==> src/design/pwft_pkg.sv <==
`timescale 1ns / 1ps
`default_nettype none

package pwft_pkg;

  // Default sizes of the sample path and of the sample counters.
  localparam int SAMPLE_BITS_DEF = 16;
  localparam int COUNT_BITS_DEF  = 16;

  // Coefficient format, register data width and register index width.
  localparam int COEF_W    = 16;
  localparam int CFG_W     = 16;
  localparam int CFG_IDX_W = 3;

  // Register indexes of the configuration port.
  localparam logic [CFG_IDX_W-1:0] REG_COEF_B0    = 3'd0;
  localparam logic [CFG_IDX_W-1:0] REG_COEF_B1    = 3'd1;
  localparam logic [CFG_IDX_W-1:0] REG_COEF_B2    = 3'd2;
  localparam logic [CFG_IDX_W-1:0] REG_COEF_A1    = 3'd3;
  localparam logic [CFG_IDX_W-1:0] REG_COEF_A2    = 3'd4;
  localparam logic [CFG_IDX_W-1:0] REG_LEARN_LEN  = 3'd5;
  localparam logic [CFG_IDX_W-1:0] REG_FLAT_THR   = 3'd6;

  // Register values after reset.
  localparam logic signed [COEF_W-1:0] COEF_B0_RST = 16'sd827;
  localparam logic signed [COEF_W-1:0] COEF_B1_RST = 16'sd44;
  localparam logic signed [COEF_W-1:0] COEF_B2_RST = 16'sd827;
  localparam logic signed [COEF_W-1:0] COEF_A1_RST = -16'sd24597;
  localparam logic signed [COEF_W-1:0] COEF_A2_RST = 16'sd9914;
  localparam logic [CFG_W-1:0]         LEARN_LEN_RST = 16'd500;
  localparam logic [CFG_W-1:0]         FLAT_THR_RST  = 16'd2;

  // Fixed-point layout: filtered values carry 8 fraction bits, the
  // coefficients 14.
  localparam int FILT_FRAC   = 8;
  localparam int COEF_FRAC   = 14;

  // Feature detection constants.
  localparam int NOTCH_MIN_TICKS = 10;
  localparam int VALLEY_TICK_MUL = 100;
  localparam int VALLEY_RLX_MUL  = 66;

  // Depth of the queue between the front end and the filter.
  localparam int QUEUE_DEPTH = 2;

  typedef struct packed {
    logic signed [COEF_W-1:0] b0;
    logic signed [COEF_W-1:0] b1;
    logic signed [COEF_W-1:0] b2;
    logic signed [COEF_W-1:0] a1;
    logic signed [COEF_W-1:0] a2;
    logic [CFG_W-1:0]         learn_length;
    logic [CFG_W-1:0]         flat_threshold;
  } cfg_t;

  typedef struct packed {
    logic full;
    logic empty;
  } q_status_t;

  typedef enum logic [2:0] {
    PH_BOTTOM = 3'b001,
    PH_TOP    = 3'b010,
    PH_CLOSED = 3'b100
  } phase_t;

  // Codes of the phase output.
  localparam logic [1:0] PHASE_CODE_BOTTOM = 2'd0;
  localparam logic [1:0] PHASE_CODE_TOP    = 2'd1;
  localparam logic [1:0] PHASE_CODE_CLOSED = 2'd2;

  function automatic logic [1:0] phase_code(input phase_t ph);
    logic [1:0] code;
    case (ph)
      PH_BOTTOM: code = PHASE_CODE_BOTTOM;
      PH_TOP:    code = PHASE_CODE_TOP;
      PH_CLOSED: code = PHASE_CODE_CLOSED;
      default:   code = PHASE_CODE_BOTTOM;
    endcase
    return code;
  endfunction

endpackage

`default_nettype wire

==> src/design/pwft_front.sv <==
`timescale 1ns / 1ps
`default_nettype none

// Takes raw samples and forms the feedforward part of the filter sum,
// b0*x[n] + b1*x[n-1] + b2*x[n-2], which goes into the queue.
module pwft_front #(
  parameter int SAMPLE_BITS = pwft_pkg::SAMPLE_BITS_DEF,
  parameter int FF_W        = pwft_pkg::SAMPLE_BITS_DEF + 19
) (
  input  logic                     clk,
  input  logic                     rst_n,
  input  logic                     in_valid,
  output logic                     in_stall,
  input  logic [SAMPLE_BITS-1:0]   in_raw_sample,
  input  pwft_pkg::cfg_t           cfg,
  input  pwft_pkg::q_status_t      q_status,
  output logic                     push,
  output logic signed [FF_W-1:0]   ff
);

  localparam int PROD_W = pwft_pkg::COEF_W + SAMPLE_BITS + 1;

  logic [SAMPLE_BITS-1:0]        x1_r, x2_r;
  logic signed [SAMPLE_BITS:0]   x0s, x1s, x2s;
  logic signed [PROD_W-1:0]      p0, p1, p2;
  logic                          accept;

  assign in_stall = q_status.full;
  assign accept   = in_valid && !q_status.full;
  assign push     = accept;

  assign x0s = $signed({1'b0, in_raw_sample});
  assign x1s = $signed({1'b0, x1_r});
  assign x2s = $signed({1'b0, x2_r});

  assign p0 = $signed(cfg.b0) * x0s;
  assign p1 = $signed(cfg.b1) * x1s;
  assign p2 = $signed(cfg.b2) * x2s;

  assign ff = FF_W'(p0) + FF_W'(p1) + FF_W'(p2);

  always_ff @(posedge clk) begin
    if (!rst_n) begin
      x1_r <= '0;
      x2_r <= '0;
    end else if (accept) begin
      x1_r <= in_raw_sample;
      x2_r <= x1_r;
    end
  end

endmodule

`default_nettype wire

==> config.mk <==
export PLATFORM = sky130hd
export DESIGN_NAME = pwft_front
export DESIGN_NICKNAME = d
export VERILOG_FILES = /design/src/design/pwft_pkg.sv /design/src/design/pwft_front.sv
export SDC_FILE = /design/constraint.sdc
export NUM_CORES = 2
export LEC_CHECK = 0
export BUFFER_PORTS_ARGS = -buffer_cell sky130_fd_sc_hd__buf_2
export CAP_MARGIN = 20
export CORE_MARGIN = 1.5
export CORE_UTILIZATION = 55
export CTS_CLUSTER_SIZE = 12
export DETAILED_ROUTE_END_ITERATION = 10
export GPL_TIMING_DRIVEN = 0
export HOLD_SLACK_MARGIN = 0.1
export PLACE_DENSITY_LB_ADDON = 0.2
export SYNTH_ARGS = -nofsm -noshare
export SYNTH_HDL_FRONTEND = slang
export SYNTH_SLANG_ARGS = --single-unit
==> constraint.sdc <==
create_clock -name clk -period 10.1 [get_ports clk]
set_clock_uncertainty 0.15 [all_clocks]
set_input_delay 1.01 -clock clk [delete_from_list [all_inputs] [get_ports clk]]
set_output_delay 1.01 -clock clk [all_outputs]
set_load 0.005 [all_outputs]
Word level (Yosys, flattened, before mapping)
Cells that the tools add are included.
{ "word_totals": {"reg_bits": 32} }
{ "op_classes": {"add_sub_neg": 2, "mul": 3, "reduce_logical": 2} }
{ "ops": {"columns": ["cell", "count"], "rows": [
  ["16-bit by 17-bit multiplier with 33-bit output", 3],
  ["34-bit by 33-bit adder with 35-bit output", 1],
  ["33-bit by 33-bit adder with 34-bit output", 1],
  ["1-bit logical AND", 1],
  ["1-bit logical NOT", 1]
]} }

Depth between registers and ports, before layout
{ "depth": {"word_depth": 3, "ltp_mapped": 30} }

Least setup slack after synthesis
No wires, ideal clock.
{ "synth_path": {"path_type": "input to output", "startpoint": "input port cfg[99] (netlist bit)", "endpoint": "output port ff[28]", "arrival_ns": 7.750, "slack_ns": 1.190, "stages": 27, "n_path_buf": 1, "cell_sequence": "clkbuf_1 -> nand2_1 -> fa_1 -> inv_1 -> fa_1 -> inv_1 -> fa_1 -> inv_1 -> fa_1 -> inv_1 -> fa_1 -> inv_1 -> fa_1 -> fa_1 -> fa_1 -> inv_1 -> fa_1 -> inv_1 -> ha_1 -> a21oi_1 -> o21ai_1 -> o41ai_1 -> nor2b_1 -> a211o_1 -> a21oi_1 -> o21bai_1 -> xnor2_1"} }
{ "synth_via": {"elab_chain_cells": 3} }
{ "synth_rtl": {"columns": ["element", "line", "rtl"], "rows": [
  ["start, declared", "pwft_front.sv:15", "input pwft_pkg::cfg_t cfg,"],
  ["16-bit by 17-bit multiplier with 33-bit output", "pwft_front.sv:36", "assign p0 = $signed(cfg.b0) * x0s;"],
  ["33-bit by 33-bit adder with 34-bit output", "pwft_front.sv:40", "assign ff = FF_W'(p0) + FF_W'(p1) + FF_W'(p2);"],
  ["34-bit by 33-bit adder with 35-bit output", "pwft_front.sv:40", null],
  ["end, declared", "pwft_front.sv:18", "output logic signed [FF_W-1:0] ff"]
]} }
Every way passes these cells.

Worst setup path in the final report
{ "layout_path": {"startpoint": "input port in_raw_sample[8]", "endpoint": "output port ff[32]"} }
{ "layout_via": {"elab_chain_cells": 3} }
{ "layout_rtl": {"columns": ["element", "line", "rtl"], "rows": [
  ["start, declared", "pwft_front.sv:14", "input logic [SAMPLE_BITS-1:0] in_raw_sample,"],
  ["16-bit by 17-bit multiplier with 33-bit output", "pwft_front.sv:36", null],
  ["33-bit by 33-bit adder with 34-bit output", "pwft_front.sv:40", null],
  ["34-bit by 33-bit adder with 35-bit output", "pwft_front.sv:40", null]
]} }
Every way passes these cells.

==> results.json <==
{
  "status": "finished, final reports clean",
  "clock.fmax_mhz": 101,
  "synth_seq_cells": 32,
  "cts.sinks": 32,
  "critPathKind": "input port to output pin",
  "layout-drive-gt1-share_pct": 4.87,
  "yosysTopAreaCell": "fa_1",
  "r2r_start": "x1_r[12]",
  "place_area_um2": 30000,
  "worstPathArrival_ns": 8.75,
  "wl_per_cell_um": 19.7,
  "syn_avg_cell_area_um2": 8.99,
  "die_w_um": 231,
  "antenna_found_initial": 5,
  "design_area_um2": 30200,
  "fin_crit_ns": 9.91,
  "clock_path_buffers": 2,
  "grt_pass1_wl_um": 126000,
  "synth_top_area_share_pct": 49.8,
  "cp-start-kind": "input port",
  "via_per_inst": 5.27,
  "path_clk_slew_ns": 0.06,
  "drt_iter0_drc": 1341,
  "seq_area_frac_synth_pct": 2.24,
  "dr.pass1.iters": 7,
  "insertion_delay_ns": 0.28,
  "ys_types": 50,
  "yosysWarnings": 0,
  "grt_usage_pct": 31.4,
  "end_kind": "output pin",
  "critPathMaxStageDelay_ns": 0.55,
  "drt_wl_total_um": 77700,
  "place.detailed.hpwl_um": 71500,
  "ioPinCount": 170,
  "fp.dieArea_um2": 53400,
  "ys.flop_type": "dfxtp_1",
  "place.gp.congestion": 0.956,
  "synthArstFlopShare_pct": 0,
  "tightest_slew_ns": 0.703,
  "drc": 0,
  "start_util_pct": 55.7,
  "hold_viol_final": 0,
  "setup_viol": 0,
  "hold_class": "register to register",
  "slew_viol_final": 0,
  "synth.most_common_cell": "inv_1",
  "ctsHtreeMaxLevel": 2,
  "crit_start": "in_raw_sample[8]",
  "netlist_area_um2": 28600,
  "yosys-top-cells-area": "fa_1 (50%), ha_1 (14%), inv_1 (12%)",
  "area_delta_synth_final_pct": 5.55,
  "holdBufCountCts": 0,
  "grt_pass1_vias": 23098,
  "dr_total_vias": 20784,
  "max-cap-violations": 0,
  "row_count": 83,
  "coreArea_um2": 51400,
  "max_slew_margin_pct": 53.2,
  "cts_root_buf": "clkbuf_16",
  "syn_inst": 3182,
  "grt_max_degree": 22,
  "cp_slowest_cell": "fa_1",
  "antenna_left": 0,
  "hp-start": "x1_r[15]",
  "fin_crit_sh_pct": 98.1,
  "syn-num-nets": 4350,
  "cts_made_buffers": 5,
  "crit_fanout": 10,
  "synthTopCellsByCount": "inv_1 (938), fa_1 (712), nand2_1 (407)",
  "io_buffers": 104,
  "cts_tree": "yes",
  "synth_edf_count": 0,
  "fp.dieH_um": 231,
  "cp_common_cell": "fa_1",
  "overflow": 0,
  "nets": 4432,
  "cp_data_required_time_ns": 8.94
}
==> cell type report <==
class	instances	area, µm²
multi-input cells	2095	24100
fillers	4653	21200
inverters	939	3530
well taps	680	851
flip-flops and latches	32	641
repair buffers	110	566
plain buffers	81	355
clock buffers	6	129
clock inverters	2	35.0
diodes	2	5.00
==> worst paths after layout <==
check / endpoint / cells past startpoint / slack, ns
setup / recovery: ff[32] / 26 / 0.19
setup reg to reg: x1_r[12] / 3 / 8.73
hold reg to reg: x1_r[15] / 2 / 0.45
hold / removal: x1_r[15] / 2 / 0.45
==> layer usage <==
| layer | track usage (%) | vias to the layer above | share of wire [%] |
|---|---|---|---|
| li1 | - | 9184 | - |
| met1 | 40.0 | 10730 | 38 |
| met2 | 54.3 | 692 | 50 |
| met3 | 3.63 | 174 | 5.9 |
| met4 | 13.3 | 4 | 5.6 |
| met5 | 0 | - | 0.022 |
==> cells in the final DEF, fill, tap and decap left out, types with 3 or more instances in the layout <==
cell type  count
nand2b_1      13
a211oi_1       3
nand3_1        9
buf_4         11
ha_1         323
inv_1        938
xor2_1         8
clkbuf_2      11
buf_2        104
o21bai_1       5
a21o_1        14
nor2_1        37
clkbuf_4       5
clkbuf_1      59
and2_1       399
and3_1         5
a21oi_2        3
clkbuf_16      5
o21ai_1        6
fa_1         712
nand2_1      407
a21boi_0      33
nor2b_1       16
xnor2_1       27
nor3_1         3
o21ai_0       11
a21oi_1       29
dfxtp_1       32
==> state kept, by name (all words and copies together), names as in the netlist <==
name	count
x2_r	16
x1_r	16
==> repair_timing <==
action                     CTS  global route
resized for setup           10            57
pin swaps                    0             1
setup endpoints to repair   10            17
buffers inserted             0             6
==> kinds of logic after synthesis <==
| logic type | after synthesis | share of synthesized area [%] |
|---|---|---|
| XOR/XNOR | 35 | 1.07 |
| AO/OA/AOI/OAI | 129 | 3.20 |
| flip-flops | 32 | 2.24 |
| AND/OR/NAND/NOR | 896 | 15.7 |
| adder cells (fa/ha/maj) | 1035 | 64.0 |
| buffers and inverters | 1055 | 13.9 |
==> per-stage QoR <==
stage / TNS [ns] / setup slack [ns] / std cells / hold WS [ns] / utilization, %
after floorplan: 0 / 1.19 / 3182 / 0.341 / -
after global placement: -0.657 / -0.147 / 3966 / 0.434 / 58.3
after detailed placement: -0.973 / -0.243 / 3966 / 0.440 / 58.3
after CTS: -0.0503 / -0.0503 / 3960 / 0.449 / 58.6
after global routing: -0.00675 / -0.00589 / 3946 / 0.490 / 58.7
final: 0 / 0.193 / 3947 / 0.451 / 58.7
==> worst max-delay path: cells and delay by family <==
family | cells | cell delay (ns)
adders and majority gates | 10 | 4.89
xor gates and xnor gates | 1 | 0.21
buffers and inverters | 8 | 0.97
and+or+nand+nor | 3 | 0.51
AOI/OAI and AO/OA | 4 | 1.13
Power is not shown: default switching activity piles up to over one toggle a cycle in this logic, so the estimate is an artifact.
