===== src/design/pwft_pkg.sv =====
`timescale 1ns / 1ps
`default_nettype none

package pwft_pkg;

  // Default sizes of the sample path and of the sample counters.
  localparam int SAMPLE_BITS_DEF = 16;
  localparam int COUNT_BITS_DEF  = 16;

  // Coefficient format, register data width and register index width.
  localparam int COEF_W    = 16;
  localparam int CFG_W     = 16;
  localparam int CFG_IDX_W = 3;

  // Register indexes of the configuration port.
  localparam logic [CFG_IDX_W-1:0] REG_COEF_B0    = 3'd0;
  localparam logic [CFG_IDX_W-1:0] REG_COEF_B1    = 3'd1;
  localparam logic [CFG_IDX_W-1:0] REG_COEF_B2    = 3'd2;
  localparam logic [CFG_IDX_W-1:0] REG_COEF_A1    = 3'd3;
  localparam logic [CFG_IDX_W-1:0] REG_COEF_A2    = 3'd4;
  localparam logic [CFG_IDX_W-1:0] REG_LEARN_LEN  = 3'd5;
  localparam logic [CFG_IDX_W-1:0] REG_FLAT_THR   = 3'd6;

  // Register values after reset.
  localparam logic signed [COEF_W-1:0] COEF_B0_RST = 16'sd827;
  localparam logic signed [COEF_W-1:0] COEF_B1_RST = 16'sd44;
  localparam logic signed [COEF_W-1:0] COEF_B2_RST = 16'sd827;
  localparam logic signed [COEF_W-1:0] COEF_A1_RST = -16'sd24597;
  localparam logic signed [COEF_W-1:0] COEF_A2_RST = 16'sd9914;
  localparam logic [CFG_W-1:0]         LEARN_LEN_RST = 16'd500;
  localparam logic [CFG_W-1:0]         FLAT_THR_RST  = 16'd2;

  // Fixed-point layout: filtered values carry 8 fraction bits, the
  // coefficients 14.
  localparam int FILT_FRAC   = 8;
  localparam int COEF_FRAC   = 14;

  // Feature detection constants.
  localparam int NOTCH_MIN_TICKS = 10;
  localparam int VALLEY_TICK_MUL = 100;
  localparam int VALLEY_RLX_MUL  = 66;

  // Depth of the queue between the front end and the filter.
  localparam int QUEUE_DEPTH = 2;

  typedef struct packed {
    logic signed [COEF_W-1:0] b0;
    logic signed [COEF_W-1:0] b1;
    logic signed [COEF_W-1:0] b2;
    logic signed [COEF_W-1:0] a1;
    logic signed [COEF_W-1:0] a2;
    logic [CFG_W-1:0]         learn_length;
    logic [CFG_W-1:0]         flat_threshold;
  } cfg_t;

  typedef struct packed {
    logic full;
    logic empty;
  } q_status_t;

  typedef enum logic [2:0] {
    PH_BOTTOM = 3'b001,
    PH_TOP    = 3'b010,
    PH_CLOSED = 3'b100
  } phase_t;

  // Codes of the phase output.
  localparam logic [1:0] PHASE_CODE_BOTTOM = 2'd0;
  localparam logic [1:0] PHASE_CODE_TOP    = 2'd1;
  localparam logic [1:0] PHASE_CODE_CLOSED = 2'd2;

  function automatic logic [1:0] phase_code(input phase_t ph);
    logic [1:0] code;
    case (ph)
      PH_BOTTOM: code = PHASE_CODE_BOTTOM;
      PH_TOP:    code = PHASE_CODE_TOP;
      PH_CLOSED: code = PHASE_CODE_CLOSED;
      default:   code = PHASE_CODE_BOTTOM;
    endcase
    return code;
  endfunction

endpackage

`default_nettype wire


===== src/design/pwft_filter.sv =====
`timescale 1ns / 1ps
`default_nettype none

// Recursive half of the filter. Each loaded item closes the feedback loop:
// two products, one sum, rounding and clamping into y[n-1].
module pwft_filter #(
  parameter int SAMPLE_BITS = pwft_pkg::SAMPLE_BITS_DEF,
  parameter int FF_W        = pwft_pkg::SAMPLE_BITS_DEF + 19
) (
  input  logic                                         clk,
  input  logic                                         rst_n,
  input  pwft_pkg::cfg_t                               cfg,
  input  logic signed [FF_W-1:0]                       ff,
  input  logic                                         q_empty,
  output logic                                         pop,
  input  logic                                         trk_ready,
  output logic                                         f_valid,
  output logic signed [SAMPLE_BITS+pwft_pkg::FILT_FRAC-1:0] f_y,
  output logic signed [SAMPLE_BITS+pwft_pkg::FILT_FRAC-1:0] f_yback
);

  localparam int FILT_W = SAMPLE_BITS + pwft_pkg::FILT_FRAC;
  localparam int MP_W   = pwft_pkg::COEF_W + FILT_W;
  localparam int ACC_W  = FF_W + 9;
  localparam int SH_W   = ACC_W - pwft_pkg::COEF_FRAC;
  localparam logic signed [ACC_W-1:0] RND =
    ACC_W'(1) <<< (pwft_pkg::COEF_FRAC - 1);

  logic signed [FILT_W-1:0] y1_r, y2_r, y3_r, yback_r;
  logic                     valid_r;
  logic signed [MP_W-1:0]   m1, m2;
  logic signed [ACC_W-1:0]  ff_ext, acc;
  logic [SH_W-1:0]          sh;
  logic                     pos_ovf, neg_ovf;
  logic [FILT_W-1:0]        y_sat;
  logic                     load;

  assign load = !q_empty && (!valid_r || trk_ready);
  assign pop  = load;

  assign m1     = $signed(cfg.a1) * y1_r;
  assign m2     = $signed(cfg.a2) * y2_r;
  assign ff_ext = ACC_W'(ff) <<< pwft_pkg::FILT_FRAC;
  assign acc    = ff_ext - ACC_W'(m1) - ACC_W'(m2) + RND;

  // Arithmetic shift by the coefficient fraction gives floor; the bias
  // added above turns it into round half up.
  assign sh = acc[ACC_W-1:pwft_pkg::COEF_FRAC];

  assign pos_ovf = !sh[SH_W-1] && (|sh[SH_W-2:FILT_W-1]);
  assign neg_ovf = sh[SH_W-1] && !(&sh[SH_W-2:FILT_W-1]);

  always_comb begin
    if (pos_ovf) begin
      y_sat = {1'b0, {(FILT_W-1){1'b1}}};
    end else if (neg_ovf) begin
      y_sat = {1'b1, {(FILT_W-1){1'b0}}};
    end else begin
      y_sat = sh[FILT_W-1:0];
    end
  end

  always_ff @(posedge clk) begin
    if (!rst_n) begin
      y1_r    <= '0;
      y2_r    <= '0;
      y3_r    <= '0;
      yback_r <= '0;
      valid_r <= 1'b0;
    end else begin
      if (load) begin
        y1_r    <= $signed(y_sat);
        y2_r    <= y1_r;
        y3_r    <= y2_r;
        yback_r <= y3_r;
      end
      if (load) begin
        valid_r <= 1'b1;
      end else if (trk_ready) begin
        valid_r <= 1'b0;
      end
    end
  end

  assign f_valid = valid_r;
  assign f_y     = y1_r;
  assign f_yback = yback_r;

endmodule

`default_nettype wire


===== config.mk =====
export PLATFORM = sky130hd
export DESIGN_NAME = pwft_filter
export DESIGN_NICKNAME = d
export VERILOG_FILES = /design/src/design/pwft_pkg.sv /design/src/design/pwft_filter.sv
export SDC_FILE = /design/constraint.sdc
export NUM_CORES = 2
export LEC_CHECK = 0
export ABC_AREA = 0
export BUFFER_PORTS_ARGS = -buffer_cell sky130_fd_sc_hd__buf_4
export CAP_MARGIN = 40
export CORE_ASPECT_RATIO = 2
export CORE_MARGIN = 1.5
export CORE_UTILIZATION = 47
export CTS_CLUSTER_DIAMETER = 120
export DETAILED_ROUTE_END_ITERATION = 8
export GPL_ROUTABILITY_DRIVEN = 0
export PLACE_DENSITY = 0.74
export SETUP_SLACK_MARGIN = 0.15
export SLEW_MARGIN = 0
export SYNTH_ARGS = -nofsm -noshare
export SYNTH_HDL_FRONTEND = slang
export SYNTH_SLANG_ARGS = --single-unit

===== constraint.sdc =====
create_clock -name clk -period 12 [get_ports clk]
set_input_delay 1.2 -clock clk [delete_from_list [all_inputs] [get_ports clk]]
set_output_delay 1.2 -clock clk [all_outputs]
set_load 0.02 [all_outputs]

* After elaboration in Yosys (flattened, before gate mapping)
Cells that the tools add are included.
Word-level totals: bits in registers 97, bits of input ports 151, word-level logic and storage cells 25
Cells by class: multipliers 2, muxes and demuxes 4, add/subtract/negate cells 3, reduce and logical (&&, ||, !) cells 11
Operators with widths (number):
- $mul 16x24->40 | 2
- $mux 24 | 2
- $add 44x15->44 const B | 1
- $sub 43x40->44 | 1
- $sub 44x40->44 | 1
- $reduce_and 6->1 | 1
- $reduce_or 6->1 | 1
- $logic_not 1->1 | 4
- $logic_and 1x1->1 | 3
- $mux 1 | 2
- $reduce_bool 2->1 | 1
- $logic_or 1x1->1 | 1

* Longest topological paths before layout
depth in word-level cells 9, depth in mapped cells 33

* Worst setup path after synthesis
OpenSTA, ideal clock, no wires.
path kind input to register, start input cfg[33] in the netlist's numbering, end register y1_r[0] (netlist: f_y[0]), slack 3086 ps, arrival time 8840 ps, stages 27, required time 11926 ps, cells stage by stage clkbuf_1 > nand2_1 > fa_1 > fa_1 > fa_1 > fa_1 > inv_1 > fa_1 > inv_1 > fa_1 > fa_1 > inv_1 > fa_1 > inv_1 > ha_1 > buf_2 > a21oi_1 > and2_1 > a32oi_2 > a211o_1 > nor3_1 > a311o_1 > a2111oi_4 > nand4_2 > clkbuf_2 > or3b_1 > a31oi_1
On the way: word-level cells in the longest chain between the ends 8, elaborated cells between the ends (all ways) 11, classes of those cells add/sub: 2; mul: 1; mux: 2; reduce/logical: 6
RTL lines:
- start: declaration | line pwft_filter.sv:12 | input pwft_pkg::cfg_t cfg,
- $mul 16x24->40 (*) | line pwft_filter.sv:42 | assign m2 = $signed(cfg.a2) * y2_r;
- $sub 44x40->44 (*) | line pwft_filter.sv:44 | assign acc = ff_ext - ACC_W'(m1) - ACC_W'(m2) + RND;
- $add 44x15->44 (*) | line pwft_filter.sv:44
- $reduce_and 6->1 | line pwft_filter.sv:51 | assign neg_ovf = sh[SH_W-1] && !(&sh[SH_W-2:FILT_W-1]);
- $logic_not 1->1 | line pwft_filter.sv:51
- $logic_and 1x1->1 | line pwft_filter.sv:51
- $mux 24 | line pwft_filter.sv:56 | end else if (neg_ovf) begin
- $mux 24 (*) | line pwft_filter.sv:54 | if (pos_ovf) begin
- end signal: assignment | line pwft_filter.sv:72 | y1_r <= $signed(y_sat);
- end: declaration | line pwft_filter.sv:29 | logic signed [FILT_W-1:0] y1_r, y2_r, y3_r, yback_r;
Every way passes the cells marked *; elsewhere a longest branch is shown, timed or not. A chain may end at the register's enable or synchronous reset.

* Worst setup path after layout
start input cfg[33] in the netlist's numbering, end register y1_r[7] (netlist: f_y[7])
Same word-level chain as after synthesis.

==> reports/metrics.json <==
{
  "cts_buffer_depth": {"value": 2},
  "timing.critical_path.slowest_cell_delay": {"value": 1060, "unit": "ps"},
  "detailroute.via_count": {"value": 25000},
  "hold_viol": {"value": 0},
  "critical-path-slowest-cell": {"value": "fa_1"},
  "post_drt_wl_per_cell": {"value": 20.8, "unit": "um"},
  "synth-edff-count": {"value": 0},
  "synth_warnings": {"value": 0},
  "post_synth.cell_area_avg": {"value": 9.21, "unit": "um^2"},
  "final_core_occ": {"value": 50.4, "unit": "%"},
  "violation_count_after_the_first_detailed_route_iteration": {"value": 1357},
  "dieWidth": {"value": 194, "unit": "um"},
  "cell_repeated_most_along_the_worst_path": {"value": "fa_1"},
  "route.antenna.remaining_nets": {"value": 0},
  "layout-drive-gt1-share": {"value": 5.00, "unit": "%"},
  "worstSkewPairLatency": {"value": 380, "unit": "ps"},
  "period_minus_slack": {"value": 9750, "unit": "ps"},
  "nFillCells": {"value": 6569},
  "ioPinCount": {"value": 201},
  "cts_sinks": {"value": 97},
  "tritoncts": {"value": "built"},
  "clk_transition_reported_paths": {"value": 70, "unit": "ps"},
  "worstPathBufferInverterCount": {"value": 5},
  "crit_fanout": {"value": 24},
  "globalRouteOverflowTotal": {"value": 0},
  "total_cts_buffers": {"value": 9},
  "yosysTopAreaCell": {"value": "fa_1"},
  "grtUsageMet1": {"value": 24.4, "unit": "%"},
  "num_antenna_cells": {"value": 0},
  "cts.repair.resized": {"value": 0},
  "stdcell_area": {"value": 0.0362, "unit": "mm^2"},
  "hold_end": {"value": "f_yback[22]"},
  "grt_busiest_layer": {"value": "met2"},
  "r2r-end": {"value": "f_y[7]"},
  "synthesized_nets": {"value": 4964},
  "fin_max_slew_vios": {"value": 0},
  "dominantRegCellSynth": {"value": "dfxtp_1"},
  "layout.cells.most_common_list": {"value": "inv_1 (965), fa_1 (899), nand2_1 (566)"},
  "drt_wl_total": {"value": 96200, "unit": "um"},
  "placement_rows": {"value": 139},
  "first_global_vias": {"value": 28400},
  "placed_area": {"value": 0.0359, "unit": "mm^2"},
  "floorplan.initialDensity": {"value": 47.6, "unit": "%"},
  "critPathTopFamily": {"value": "adder cells"},
  "grt_first_pass_wirelength": {"value": 152000, "unit": "um"},
  "hold_path_startpoint": {"value": "f_yback[22]"},
  "r2r-start": {"value": "y2_r[23]"},
  "grtUsageTotal": {"value": 27.4, "unit": "%"},
  "synth_top_area_share": {"value": 52.6, "unit": "%"},
  "floorplan.core_area": {"value": 0.0718, "unit": "mm^2"},
  "cp.arrival": {"value": 10060, "unit": "ps"},
  "layout-area-overhead-vs-synth": {"value": 5.77, "unit": "%"},
  "dp_hpwl": {"value": 78800, "unit": "um"},
  "drc": {"value": 7},
  "cp-end-kind": {"value": "register"},
  "grt_util_met2": {"value": 50.3, "unit": "%"},
  "avgViaCountPerCell": {"value": 5.42},
  "leading_cell_types_by_total_area_after_synthesis": {"value": "fa_1 (53%), inv_1 (11%), ha_1 (7.4%)"},
  "use_met3": {"value": 3.93, "unit": "%"},
  "synth_seq_area_share": {"value": 5.68, "unit": "%"},
  "firstDrtPassIters": {"value": 7},
  "clock-skew-final": {"value": 10.2, "unit": "ps"},
  "most_common_cell_after_layout_fill_and_taps_aside": {"value": "inv_1"},
  "timing.reg2reg.worst_path_depth": {"value": 24},
  "synthCells": {"value": 3711},
  "regToRegSetupSlack": {"value": 2400, "unit": "ps"},
  "pre_cts_slack": {"value": 1910, "unit": "ps"},
  "largest_net_degree_at_the_start_of_global_routing": {"value": 98},
  "port-buffer-count": {"value": 120},
  "postSynthRegisterBits": {"value": 97},
  "rsz_0062_raised_after_global_routing": {"value": "no"},
  "start_kind": {"value": "primary input"},
  "final_min_period_over_clock_period": {"value": 81.3, "unit": "%"},
  "violations": {"value": "DRC"},
  "outcome": {"value": "complete, but fails checks"},
  "setup_violations": {"value": 0},
  "cts_max_level": {"value": 3},
  "timing.max_cap.violations": {"value": 0},
  "hold_path_depth": {"value": 2},
  "yosysUniqueCellTypes": {"value": 66},
  "total_die_area": {"value": 0.0745, "unit": "mm^2"},
  "worstHoldPathType": {"value": "reg -> reg"},
  "worst_relative_slew_slack": {"value": 33.3, "unit": "%"},
  "tightestPinTransition": {"value": 999, "unit": "ps"},
  "holdBufCountCts": {"value": 0},
  "cts_post_setup_buffers_inserted": {"value": 0},
  "clock_tree.root_cell": {"value": "clkbuf_16"},
  "worst-setup-path-type": {"value": "in -> reg"},
  "timing.final.ws_setup": {"value": 2250, "unit": "ps"},
  "grt_antenna_before_repair": {"value": 2},
  "worstPathRequired": {"value": 12300, "unit": "ps"},
  "maxClockFrequency": {"value": 103, "unit": "MHz"},
  "layout.nets": {"value": 4948},
  "die_height": {"value": 384, "unit": "um"},
  "ys_async_sr_fraction": {"value": 0, "unit": "%"},
  "final.setup.tns": {"value": 0, "unit": "ps"},
  "synth.cell_area": {"value": 0.0342, "unit": "mm^2"}
}
## worst register-to-register path, cell delays in order, from the launching register on
cell	delay, ps
dfxtp_1	860
nand2_1	260
fa_1	640
fa_1	1060
fa_1	590
fa_1	550
inv_1	50
fa_1	510
inv_1	60
fa_1	480
fa_1	490
inv_1	50
fa_1	470
inv_1	40
ha_1	420
and3_1	270
nand2_1	90
a32oi_2	380
a211o_1	300
nor3_1	80
a311o_1	350
a2111oi_4	250
nand4_2	540
or3_1	540
a31oi_1	180
## Yosys cell counts, types with 2 or more instances
library cell	number
nor3_1	11
o2111ai_1	2
inv_1	965
xnor2_1	25
nand4_1	7
xor2_1	12
nor2_1	23
and3_1	6
nor2b_1	36
a21boi_0	75
o21ai_1	2
fa_1	899
or3_1	18
buf_2	6
a211o_1	3
nor4_1	5
buf_6	2
or2_2	3
and2_1	344
nand3_1	6
a31oi_1	29
or2b_1	3
nand3b_1	2
a21oi_1	44
nand2_1	566
mux2i_1	2
a21o_1	16
a41oi_1	3
a211oi_2	3
or3b_1	8
nand2b_1	35
dfxtp_1	97
ha_1	203
nor3_2	2
o21ai_0	43
clkbuf_1	165
o21bai_1	4
o21a_1	4
a2111oi_0	2
a211oi_1	4
## cells by family (layout without fill, tap and decap cells)
logic type               after synthesis  in the layout  synth area share (%)
buffers and inverters               1142           1130                  12.6
adder cells (fa/ha/maj)             1102           1102                  60.1
AND/OR/NAND/NOR                     1081           1081                  15.6
AO/OA/AOI/OAI                        249            249                  5.04
flip-flops                            97             97                  5.68
XOR/XNOR                              37             37                 0.948
multiplexers                           3              3                0.0915
## how the worst max path moves through the flow
| stage | from | to | cells after the start |
|---|---|---|---|
| floorplan | cfg[33] | f_y[0] | 27 |
| global placement | cfg[50] | f_y[22] | 26 |
| global route | cfg[33] | f_y[21] | 24 |
| detailed placement | cfg[33] | f_y[7] | 25 |
| finish | cfg[33] | f_y[7] | 25 |
| CTS | cfg[33] | f_y[7] | 25 |
## stage by stage
step                      hold slack (ps)  std cells
after CTS                             469       4615
after detailed placement              458       4600
after global routing                  484       4615
after global placement                454       4588
final                                 465       4615
after floorplan                       441       3711
## routing by layer
metal / share of wire (%) / routed length, um / up-vias
met3: 4.6 / 4410 / 473
met4: 13 / 12700 / 4
met1: 29 / 27800 / 13000
met2: 53 / 51300 / 922
met5: 0.029 / 28 / -
li1: - / - / 10600
## layout make-up
class,count,area (um^2),share of cell area (%)
clock buffer,9,225,0.623
clock inverter,6,91.3,0.253
inverter,966,3630,10.0
multi-input combinational,2472,27900,77.3
sequential,97,1940,5.37
tap,916,1150,3.17
timing repair buffer,149,1200,3.31
## sequential cells by signal (all words and copies together) (netlist names)
signal,flops
f_y,24
f_yback,24
y2_r,24
y3_r,24
f_valid,1
Power is left out: the tool's default activity adds up to more than one toggle a clock period on the data nets, which glitch-free logic cannot reach.
