--- src/design/pwft_pkg.sv ---
`timescale 1ns / 1ps
`default_nettype none

package pwft_pkg;

  // Default sizes of the sample path and of the sample counters.
  localparam int SAMPLE_BITS_DEF = 16;
  localparam int COUNT_BITS_DEF  = 16;

  // Coefficient format, register data width and register index width.
  localparam int COEF_W    = 16;
  localparam int CFG_W     = 16;
  localparam int CFG_IDX_W = 3;

  // Register indexes of the configuration port.
  localparam logic [CFG_IDX_W-1:0] REG_COEF_B0    = 3'd0;
  localparam logic [CFG_IDX_W-1:0] REG_COEF_B1    = 3'd1;
  localparam logic [CFG_IDX_W-1:0] REG_COEF_B2    = 3'd2;
  localparam logic [CFG_IDX_W-1:0] REG_COEF_A1    = 3'd3;
  localparam logic [CFG_IDX_W-1:0] REG_COEF_A2    = 3'd4;
  localparam logic [CFG_IDX_W-1:0] REG_LEARN_LEN  = 3'd5;
  localparam logic [CFG_IDX_W-1:0] REG_FLAT_THR   = 3'd6;

  // Register values after reset.
  localparam logic signed [COEF_W-1:0] COEF_B0_RST = 16'sd827;
  localparam logic signed [COEF_W-1:0] COEF_B1_RST = 16'sd44;
  localparam logic signed [COEF_W-1:0] COEF_B2_RST = 16'sd827;
  localparam logic signed [COEF_W-1:0] COEF_A1_RST = -16'sd24597;
  localparam logic signed [COEF_W-1:0] COEF_A2_RST = 16'sd9914;
  localparam logic [CFG_W-1:0]         LEARN_LEN_RST = 16'd500;
  localparam logic [CFG_W-1:0]         FLAT_THR_RST  = 16'd2;

  // Fixed-point layout: filtered values carry 8 fraction bits, the
  // coefficients 14.
  localparam int FILT_FRAC   = 8;
  localparam int COEF_FRAC   = 14;

  // Feature detection constants.
  localparam int NOTCH_MIN_TICKS = 10;
  localparam int VALLEY_TICK_MUL = 100;
  localparam int VALLEY_RLX_MUL  = 66;

  // Depth of the queue between the front end and the filter.
  localparam int QUEUE_DEPTH = 2;

  typedef struct packed {
    logic signed [COEF_W-1:0] b0;
    logic signed [COEF_W-1:0] b1;
    logic signed [COEF_W-1:0] b2;
    logic signed [COEF_W-1:0] a1;
    logic signed [COEF_W-1:0] a2;
    logic [CFG_W-1:0]         learn_length;
    logic [CFG_W-1:0]         flat_threshold;
  } cfg_t;

  typedef struct packed {
    logic full;
    logic empty;
  } q_status_t;

  typedef enum logic [2:0] {
    PH_BOTTOM = 3'b001,
    PH_TOP    = 3'b010,
    PH_CLOSED = 3'b100
  } phase_t;

  // Codes of the phase output.
  localparam logic [1:0] PHASE_CODE_BOTTOM = 2'd0;
  localparam logic [1:0] PHASE_CODE_TOP    = 2'd1;
  localparam logic [1:0] PHASE_CODE_CLOSED = 2'd2;

  function automatic logic [1:0] phase_code(input phase_t ph);
    logic [1:0] code;
    case (ph)
      PH_BOTTOM: code = PHASE_CODE_BOTTOM;
      PH_TOP:    code = PHASE_CODE_TOP;
      PH_CLOSED: code = PHASE_CODE_CLOSED;
      default:   code = PHASE_CODE_BOTTOM;
    endcase
    return code;
  endfunction

endpackage

`default_nettype wire

--- src/design/pwft_queue.sv ---
`timescale 1ns / 1ps
`default_nettype none

// Small first-in first-out queue of feedforward sums.
module pwft_queue #(
  parameter int WIDTH = 35,
  parameter int DEPTH = pwft_pkg::QUEUE_DEPTH
) (
  input  logic                      clk,
  input  logic                      rst_n,
  input  logic                      push,
  input  logic [WIDTH-1:0]          wr_data,
  input  logic                      pop,
  output logic [WIDTH-1:0]          rd_data,
  output pwft_pkg::q_status_t       status
);

  localparam int PTR_W = (DEPTH > 1) ? $clog2(DEPTH) : 1;
  localparam int CNT_W = $clog2(DEPTH + 1);

  logic [WIDTH-1:0] mem_r [DEPTH];
  logic [PTR_W-1:0] wr_ptr_r, rd_ptr_r;
  logic [CNT_W-1:0] count_r;

  function automatic logic [PTR_W-1:0] ptr_inc(input logic [PTR_W-1:0] p);
    logic [PTR_W-1:0] n;
    if (p == PTR_W'(DEPTH - 1)) begin
      n = '0;
    end else begin
      n = p + PTR_W'(1);
    end
    return n;
  endfunction

  assign rd_data      = mem_r[rd_ptr_r];
  assign status.full  = (count_r == CNT_W'(DEPTH));
  assign status.empty = (count_r == '0);

  always_ff @(posedge clk) begin
    if (push) begin
      mem_r[wr_ptr_r] <= wr_data;
    end
  end

  always_ff @(posedge clk) begin
    if (!rst_n) begin
      wr_ptr_r <= '0;
      rd_ptr_r <= '0;
      count_r  <= '0;
    end else begin
      if (push) begin
        wr_ptr_r <= ptr_inc(wr_ptr_r);
      end
      if (pop) begin
        rd_ptr_r <= ptr_inc(rd_ptr_r);
      end
      if (push && !pop) begin
        count_r <= count_r + CNT_W'(1);
      end else if (pop && !push) begin
        count_r <= count_r - CNT_W'(1);
      end
    end
  end

endmodule

`default_nettype wire

--- config.mk ---
export PLATFORM = sky130hd
export DESIGN_NAME = pwft_queue
export DESIGN_NICKNAME = d
export VERILOG_FILES = /design/src/design/pwft_pkg.sv /design/src/design/pwft_queue.sv
export SDC_FILE = /design/constraint.sdc
export NUM_CORES = 1
export LEC_CHECK = 0
export ABC_AREA = 0
export CAP_MARGIN = 40
export CORE_AREA = 2 2 74 76
export DETAILED_ROUTE_END_ITERATION = 12
export DIE_AREA = 0 0 76 78
export DONT_BUFFER_PORTS = 1
export PLACE_DENSITY = 0.74
export SYNTH_ARGS = -nofsm -noshare
export SYNTH_HDL_FRONTEND = slang
export SYNTH_SLANG_ARGS = --single-unit
--- constraint.sdc ---
create_clock -name clk -period 2.3 [get_ports clk]
set_clock_uncertainty 0.05 [all_clocks]
set_input_delay 0.23 -clock clk [delete_from_list [all_inputs] [get_ports clk]]
set_output_delay 0.23 -clock clk [all_outputs]
set_load 0.05 [all_outputs]
* After elaboration in Yosys (flattened, before gate mapping)
Memories as Yosys holds them, arrays and structs flattened. A register that Yosys moved wholly into a read port is not among the register bits.
Cells that the tools add are included.
** Cells by class
- Add/subtract/negate cells :: 4
- Equal/unequal tests :: 1
- Muxes and demuxes :: 8
- Reduce and logical (&&, ||, !) cells :: 6
** Operators with widths (number)
- 1-bit two-way mux :: 6
- 2-bit two-way mux :: 2
- 1-bit adder (second input constant) :: 2
- 2-bit by 1-bit adder with 2-bit output (second input constant) :: 1
- 2-bit equality test (second input constant) :: 1
- 1-bit logical AND :: 2
- 1-bit zero test :: 2
- 2-bit zero test :: 1
- 2-bit nonzero test :: 1
- 2-bit by 1-bit subtractor with 2-bit output (second input constant) :: 1
** Storage, ports and cells
- Register bits :: 4
- Bits in writable memories :: 70
- Output and inout bits :: 37
- Memories kept :: 1
** Memory list
- mem_r :: depth 2, bits a word 35, rd ports 1, clocked after Yosys merged registers in 1, write ports 1, RTL line pwft_queue.sv:21 : logic [WIDTH-1:0] mem_r [DEPTH];

* Longest topological paths before layout
Gate-level depths: netlist of run 1.
- Word-level depth :: 4
- Gate-level depth with buffers :: 5

* Worst setup path before layout of run 1
No wires, ideal clock.
- Path type :: register to register
- Start :: reg wr_ptr_r
- End :: mem mem_r[0][0] (enable)
- Setup time :: 433 ps
- Arrival time :: 1907 ps
- Setup slack :: -90 ps
- Cell stages (with the launch flop) :: 2
- Buffers on the path :: 0
- Path through :: dfxtp_1 > nor2b_1
** RTL lines
- start: declaration :: RTL line pwft_queue.sv:22 : logic [PTR_W-1:0] wr_ptr_r, rd_ptr_r;
- start signal: assignment :: RTL line pwft_queue.sv:52 : wr_ptr_r <= ptr_inc(wr_ptr_r);
- end: declaration :: RTL line pwft_queue.sv:21
No word-level cell before the write port.

==> metrics.txt, run 1 <==
# TYPE chip_impl_metric gauge
chip_impl_info{name="status",value="finished clean"} 1
chip_impl_metric{name="drt_wl_cell",unit="microns"} 18.8
chip_impl_info{name="cp-start-kind",value="flip-flop"} 1
chip_impl_info{name="most_used_standard_cell_by_instance_count_after_synthesis",value="sky130_fd_sc_hd__edfxtp_1"} 1
chip_impl_metric{name="multi_input_gate_area_in_the_final_layout",unit="sq um"} 518
chip_impl_info{name="holdCritStartpoint",value="push"} 1
chip_impl_metric{name="port_buffers",unit=""} 0
chip_impl_metric{name="die_w",unit="microns"} 76
chip_impl_metric{name="max-clock-path-buffers",unit=""} 2
chip_impl_metric{name="power.density",unit="nW/um^2"} 857
chip_impl_info{name="cts.root.buffer_cell",value="sky130_fd_sc_hd__clkbuf_8"} 1
chip_impl_metric{name="cell_area_synth",unit="sq um"} 2740
chip_impl_metric{name="synth-async-reset-ratio",unit="%"} 0
chip_impl_metric{name="cts.htree.levels",unit=""} 3
chip_impl_metric{name="yosys.cell_types.count",unit=""} 17
chip_impl_metric{name="tightest_slew",unit="ns"} 0.525
chip_impl_metric{name="cp.arrival",unit="ns"} 1.47
chip_impl_info{name="post_synth_most_frequent_cells",value="70 x sky130_fd_sc_hd__edfxtp_1, 35 x sky130_fd_sc_hd__mux2_2, 5 x sky130_fd_sc_hd__dfxtp_1"} 1
chip_impl_metric{name="worstRegToRegCells",unit=""} 2
chip_impl_metric{name="dp.final_hpwl",unit="microns"} 2930
chip_impl_metric{name="core_region_area",unit="sq um"} 5040
chip_impl_metric{name="grt_remaining_overflow",unit=""} 0
chip_impl_metric{name="clk_latency_worst_skew_pair",unit="ns"} 0.33
chip_impl_metric{name="finalCriticalPeriod",unit="ns"} 1.75
chip_impl_info{name="synth_area_leader_cell",value="sky130_fd_sc_hd__edfxtp_1"} 1
chip_impl_info{name="regToRegStartpoint",value="wr_ptr_r"} 1
chip_impl_metric{name="grt_pass1_vias",unit=""} 1457
chip_impl_info{name="grt_setup_unrepaired",value="no"} 1
chip_impl_metric{name="routed_wire_length",unit="microns"} 4790
chip_impl_metric{name="pin_count",unit=""} 76
chip_impl_metric{name="number_of_antenna_violations_at_the_first_check_in_global_routing",unit=""} 0
chip_impl_info{name="critical_path.slowest_cell",value="sky130_fd_sc_hd__mux2_2"} 1
chip_impl_metric{name="cts.reportedPaths.clkPinSlew",unit="ns"} 0.06
chip_impl_metric{name="drt.antenna.violating_nets",unit=""} 0
chip_impl_info{name="post_synth_main_area_contributors",value="sky130_fd_sc_hd__edfxtp_1 77%, sky130_fd_sc_hd__mux2_2 14%, sky130_fd_sc_hd__dfxtp_1 3.6%, sky130_fd_sc_hd__and2_1 0.91%, sky130_fd_sc_hd__buf_4 0.82%"} 1
chip_impl_metric{name="whs_path_depth",unit=""} 2
chip_impl_metric{name="max_clock_freq",unit="MHz"} 570
chip_impl_metric{name="finalHoldViolCount",unit=""} 0
chip_impl_info{name="timing.critical_path.to_type",value="output pin"} 1
chip_impl_metric{name="global_route_usage_over_all_layers",unit="%"} 17.4
chip_impl_metric{name="setup-violations-final",unit=""} 0
chip_impl_metric{name="finalMaxSlewViolations",unit=""} 0
chip_impl_metric{name="number_of_synthesized_flops_with_an_enable_pin",unit=""} 70
chip_impl_info{name="synthFlopType",value="sky130_fd_sc_hd__edfxtp_1"} 1
chip_impl_metric{name="drt_pass1_iterations",unit=""} 4
chip_impl_metric{name="finalNetCount",unit=""} 220
chip_impl_metric{name="antennaDiodeCount",unit=""} 0
chip_impl_metric{name="cts_sinks",unit=""} 75
chip_impl_metric{name="std_cell_rows",unit=""} 26
chip_impl_metric{name="pin_count_of_the_biggest_net_entering_global_routing",unit=""} 25
chip_impl_metric{name="drt_iter0_drc",unit=""} 40
chip_impl_metric{name="critical_path.max_fanout",unit=""} 23
chip_impl_metric{name="reg2reg_slack",unit="ns"} 0.69
chip_impl_metric{name="setup-tns-final",unit="ns"} 0
chip_impl_metric{name="dieArea",unit="sq um"} 5930
chip_impl_info{name="worst_hold_path.endpoint",value="wr_ptr_r"} 1
chip_impl_metric{name="tritoncts.num_buffers",unit=""} 9
chip_impl_metric{name="maxSlewHeadroom",unit="%"} 65.0
chip_impl_metric{name="final-seq-area",unit="sq um"} 2200
chip_impl_info{name="critical_path_class",value="flip-flop to output pin"} 1
chip_impl_metric{name="die_height",unit="microns"} 78
chip_impl_info{name="timing.critical_path.cells",value="buf_4 > mux2_2"} 1
chip_impl_metric{name="worst_ep_required_time",unit="ns"} 2.02
chip_impl_metric{name="ir_worst_vdd",unit="mV"} 0.565
chip_impl_metric{name="avgSynthCellArea",unit="sq um"} 20.9
chip_impl_metric{name="cp_max_stage_delay",unit="ns"} 0.51
chip_impl_metric{name="layout.core_utilization",unit="%"} 67.0
chip_impl_metric{name="placed_inst_area",unit="sq um"} 2870
chip_impl_metric{name="synth_warnings",unit=""} 0
chip_impl_metric{name="initial_util",unit="%"} 54.4
chip_impl_metric{name="layout-drive-gt1-share",unit="%"} 30.4
chip_impl_metric{name="gp_routability_congestion",unit=""} 0.642
chip_impl_metric{name="critPathBufInv",unit=""} 1
chip_impl_metric{name="synth_top_cell_area_share",unit="%"} 76.6
chip_impl_metric{name="post_synthesis_sequential_area_ratio",unit="%"} 80.3
chip_impl_metric{name="drcViolationCount",unit=""} 0
chip_impl_metric{name="flow.area_growth_from_synthesis",unit="%"} 23.2
chip_impl_metric{name="timing.max_cap.violations",unit=""} 0
chip_impl_metric{name="postSynthRegisterBits",unit=""} 75
chip_impl_info{name="regToRegEndpoint",value="mem_r[1][19]"} 1
chip_impl_metric{name="leakage",unit="nW"} 1.16
chip_impl_info{name="tritoncts_clock_tree",value="done"} 1
chip_impl_metric{name="design_power_total",unit="mW"} 2.90
chip_impl_metric{name="fin_area",unit="sq um"} 3380
chip_impl_info{name="critical-path-top-delay-family",value="multiplexers"} 1
chip_impl_metric{name="dr_total_vias",unit=""} 1312
chip_impl_metric{name="viasPerCell",unit=""} 5.17
chip_impl_metric{name="path_depth",unit=""} 2
chip_impl_metric{name="tcrit_tclk_final",unit="%"} 76.2
chip_impl_metric{name="synthesized_netlist_net_count",unit=""} 171
chip_impl_metric{name="synthesis.instances",unit=""} 131
chip_impl_metric{name="n_fill_cell",unit=""} 352
chip_impl_metric{name="grt_first_pass_wirelength",unit="microns"} 7310
chip_impl_info{name="worstHoldPathType",value="primary input to flip-flop"} 1
sequential cells by signal, summed over array words and instances (netlist names), named ones only:
name	cells
mem_r	70
count_r	2
rd_ptr_r	1
wr_ptr_r	1
metal layers:
metal  share of wire (%)  GRT usage, %
met1                  36          17.3
met2                  56          30.6
met3                 5.2          6.51
met4                 2.9          10.9
met5                   0             0
layout make-up:
type,count,share of cell area [%]
sequential,75,65.2
timing repair buffer,42,12.4
clock buffer,11,3.89
inverter,1,0.111
multi-input combinational,51,15.3
clock inverter,4,0.555
tap,70,2.59
timing repair:
item / CTS / global route
gates resized for setup: 0 / 0
hold endpoints to repair: 75 / 0
hold buffers: 36 / 0
buffers inserted: 0 / 0
logic make-up after synthesis:
family | synth area share (%)
xor gates and xnor gates | 0.958
buffers and inverters | 1.14
adders and majority gates | 0.456
muxes | 14.4
AOI/OAI and AO/OA | 0.730
DFF | 80.3
and+or+nand+nor | 2.05
report_power, final:
part           switching [mW]  internal [mW]  leakage, nW
clock network           0.416          0.376       0.0804
logic                   0.361          0.145        0.379
registers              0.0232           1.57        0.699
total                   0.801           2.09         1.16
placed cells by master, fill, tap and decap left out, types with 2 or more instances in the layout:
| master | instances |
|---|---|
| sky130_fd_sc_hd__dfxtp_1 | 5 |
| sky130_fd_sc_hd__clkbuf_1 | 2 |
| sky130_fd_sc_hd__and2_1 | 3 |
| sky130_fd_sc_hd__mux2_2 | 35 |
| sky130_fd_sc_hd__clkbuf_8 | 9 |
| sky130_fd_sc_hd__clkinv_2 | 3 |
| sky130_fd_sc_hd__edfxtp_1 | 70 |
| sky130_fd_sc_hd__xor2_1 | 2 |
| sky130_fd_sc_hd__buf_4 | 5 |
| sky130_fd_sc_hd__dlygate4sd3_1 | 36 |
how the worst max path moves through the flow:
stage	slack (ns)	end
after detailed placement	0.69	mem_r[1][9]
after CTS	0.52	rd_data[1]
after global placement	0.76	mem_r[1][13]
after global routing	0.47	rd_data[1]
final	0.55	rd_data[1]
after floorplan	0.58	mem_r[0][0]
through the flow:
stage	cells	worst slack [ns]	hold slack (ns)
3_3_place_gp	203	0.755	0.279
6_report	254	0.547	0.0685
2_1_floorplan	131	0.583	0.279
4_1_cts	254	0.516	0.0562
3_5_place_dp	203	0.690	0.279
5_1_grt	254	0.475	0.0581
worst register-to-register path: stages (launching register included):
cell	delay, ns
sky130_fd_sc_hd__dfxtp_1	0.39
sky130_fd_sc_hd__and2_2	0.52
sky130_fd_sc_hd__buf_4	0.35
(Power assumes the default switching activity.)
==> run 2: changes to the inputs <==
- PLACE_DENSITY: 0.74 -> 0.71
- clock period: 2.3 -> 1.7 ns (I/O delays scaled with it)
==> metrics.txt, run 2 (same netlist as run 1, synthesis figures left out) <==
# TYPE chip_impl_metric gauge
chip_impl_metric{name="design_power_total",unit="mW"} 4.14
chip_impl_metric{name="viasPerCell",unit=""} 5.11
chip_impl_metric{name="die_height",unit="microns"} 78
chip_impl_info{name="status",value="finished clean"} 1
chip_impl_metric{name="grt_pass1_vias",unit=""} 1395
chip_impl_metric{name="setup-violations-final",unit=""} 0
chip_impl_metric{name="finalHoldViolCount",unit=""} 0
chip_impl_info{name="final_cell_mix",value="70 x sky130_fd_sc_hd__edfxtp_1, 37 x sky130_fd_sc_hd__dlygate4sd3_1, 35 x sky130_fd_sc_hd__mux2_2"} 1
chip_impl_metric{name="number_of_antenna_violations_at_the_first_check_in_global_routing",unit=""} 0
chip_impl_metric{name="placed_cells",unit=""} 202
chip_impl_metric{name="final_cell_count_no_fill",unit=""} 255
chip_impl_metric{name="core_region_area",unit="sq um"} 5040
chip_impl_info{name="grt_setup_unrepaired",value="no"} 1
chip_impl_metric{name="largest_reg_flops",unit=""} 70
chip_impl_metric{name="initial_util",unit="%"} 54.4
chip_impl_metric{name="max-clock-path-buffers",unit=""} 2
chip_impl_metric{name="met3RoutedLength",unit="microns"} 223
chip_impl_metric{name="cp.arrival",unit="ns"} 1.39
chip_impl_metric{name="power_frac_seq",unit="%"} 52.2
chip_impl_metric{name="dr_total_vias",unit=""} 1303
chip_impl_metric{name="std_cell_rows",unit=""} 26
chip_impl_metric{name="post_cts.repair.setup_buffers",unit=""} 0
chip_impl_info{name="routed.top_layer",value="met4"} 1
chip_impl_metric{name="cts.reportedPaths.clkPinSlew",unit="ns"} 0.07
chip_impl_metric{name="timing.max_cap.violations",unit=""} 0
chip_impl_info{name="critical_path_class",value="flip-flop to output pin"} 1
chip_impl_metric{name="cts_hold_repair.buffers",unit=""} 37
chip_impl_metric{name="drt_iter0_drc",unit=""} 73
chip_impl_metric{name="drt.antenna.violating_nets",unit=""} 0
chip_impl_info{name="tritoncts_clock_tree",value="done"} 1
chip_impl_metric{name="tightest_slew",unit="ns"} 0.287
chip_impl_info{name="most_common_cell_after_layout_fill_and_taps_aside",value="sky130_fd_sc_hd__edfxtp_1"} 1
chip_impl_metric{name="power.net_switching",unit="mW"} 1.09
chip_impl_metric{name="ir_worst_vdd",unit="mV"} 0.840
chip_impl_metric{name="drt_wl_cell",unit="microns"} 18.0
chip_impl_metric{name="final-seq-area",unit="sq um"} 2200
chip_impl_info{name="top_regs",value="mem_r (70), count_r (2)"} 1
chip_impl_info{name="regMostFlops",value="mem_r"} 1
chip_impl_metric{name="port_buffers",unit=""} 0
chip_impl_metric{name="flow.area_growth_from_synthesis",unit="%"} 25.6
chip_impl_metric{name="leakage",unit="nW"} 1.18
chip_impl_metric{name="post_cts.resized_instances",unit=""} 0
chip_impl_metric{name="antennaDiodeCount",unit=""} 0
chip_impl_metric{name="cts_sinks",unit=""} 75
chip_impl_info{name="cts.root.buffer_cell",value="sky130_fd_sc_hd__clkbuf_8"} 1
chip_impl_metric{name="drcViolationCount",unit=""} 0
chip_impl_metric{name="maxSlewHeadroom",unit="%"} 80.9
chip_impl_metric{name="power.density",unit="nW/um^2"} 1200
chip_impl_metric{name="die_w",unit="microns"} 76
chip_impl_metric{name="n_fill_cell",unit=""} 329
chip_impl_info{name="timing.critical_path.to_type",value="output pin"} 1
chip_impl_metric{name="comb_power_share",unit="%"} 16.8
chip_impl_info{name="cp-start-kind",value="flip-flop"} 1
chip_impl_metric{name="finalCriticalPeriod",unit="ns"} 1.61
chip_impl_metric{name="power_frac_clock",unit="%"} 31.0
chip_impl_metric{name="finalNetCount",unit=""} 220
chip_impl_metric{name="max_clock_freq",unit="MHz"} 623
chip_impl_metric{name="grt_remaining_overflow",unit=""} 0
chip_impl_metric{name="finalMaxSlewViolations",unit=""} 0
chip_impl_info{name="worstHoldPathType",value="primary input to flip-flop"} 1
chip_impl_metric{name="worst_ep_required_time",unit="ns"} 1.48
chip_impl_metric{name="grt_first_pass_wirelength",unit="microns"} 7060
chip_impl_metric{name="pin_count_of_the_biggest_net_entering_global_routing",unit=""} 37
chip_impl_metric{name="tritoncts.num_buffers",unit=""} 9
chip_impl_metric{name="critical_path.max_fanout",unit=""} 12
chip_impl_metric{name="routed_wire_length",unit="microns"} 4580
chip_impl_metric{name="multi_input_gate_area_in_the_final_layout",unit="sq um"} 518
chip_impl_metric{name="internal_power",unit="mW"} 3.05
chip_impl_metric{name="tcrit_tclk_final",unit="%"} 94.4
chip_impl_metric{name="dieArea",unit="sq um"} 5930
chip_impl_metric{name="met2RoutedLength",unit="microns"} 2520
chip_impl_metric{name="drt_pass1_iterations",unit=""} 4
chip_impl_metric{name="setup-tns-final",unit="ns"} 0
chip_impl_metric{name="cts.htree.levels",unit=""} 3
chip_impl_metric{name="detail_route.wirelength.met1",unit="microns"} 1770
chip_impl_metric{name="gp_routability_congestion",unit=""} 0.647
chip_impl_metric{name="clk_latency_worst_skew_pair",unit="ns"} 0.33
chip_impl_metric{name="layout-drive-gt1-share",unit="%"} 30.3
chip_impl_metric{name="global_route_usage_over_all_layers",unit="%"} 16.5
chip_impl_metric{name="pin_count",unit=""} 76
chip_impl_metric{name="sw_frac_of_total",unit="%"} 26.3
-- run 2: final timing paths --
path / start / endpoint / slack, ns / cells after the start
worst min register to register: count_r[1] / count_r[1] / 0.52 / 2
worst max-delay path: flip-flop / rd_data[7] / 0.09 / 2
worst max register to register: wr_ptr_r / wr_ptr_r / 0.19 / 4
worst min-delay path: pop / rd_ptr_r / 0.04 / 2
-- run 2: worst max-delay path, cell delays in order, from the launching register on --
cell and delay [ns]:
sky130_fd_sc_hd__dfxtp_2 0.35, sky130_fd_sc_hd__buf_4 0.21, sky130_fd_sc_hd__mux2_2 0.49
-- run 2: layout make-up --
cell class                      count  share of cell area, %
Timing Repair Buffer               42                   12.9
Clock inverter                      3                   1.13
Sequential cell                    75                   63.9
Clock buffer                       13                   4.32
Inverter                            1                  0.109
Multi-Input combinational cell     51                   15.0
Tap cell                           70                   2.54
-- run 2: metrics by stage --
step | setup slack [ns] | cell area, sq um | hold slack [ns] | utilization [%]
final | 0.0950 | 3450 | 0.0373 | 68.3
after global routing | 0.0294 | 3450 | 0.0129 | 68.3
after CTS | 0.0734 | 3450 | 0.0175 | 68.3
after detailed placement | 0.443 | 2890 | 0.219 | 57.3
after global placement | 0.462 | 2890 | 0.219 | 57.3
after floorplan | 0.00550 | 2750 | 0.219 | -
-- run 2: power by group through the flow --
| stage | Combinational [mW] | Sequential [mW] | Clock [mW] |
|---|---|---|---|
| global placement | 0.609 | 2.19 | 0 |
| detailed placement | 0.619 | 2.20 | 0 |
| CTS | 0.700 | 2.16 | 1.31 |
| floorplan | 0.548 | 2.19 | 0 |
| global route | 0.722 | 2.17 | 1.39 |
| finish | 0.696 | 2.16 | 1.28 |
-- run 2: layer usage --
layer / GRT usage, % / up-vias
met2: 29.4 / 44
met5: 0 / -
li1: - / 602
met3: 6.16 / 7
met4: 7.64 / 0
met1: 17.5 / 650
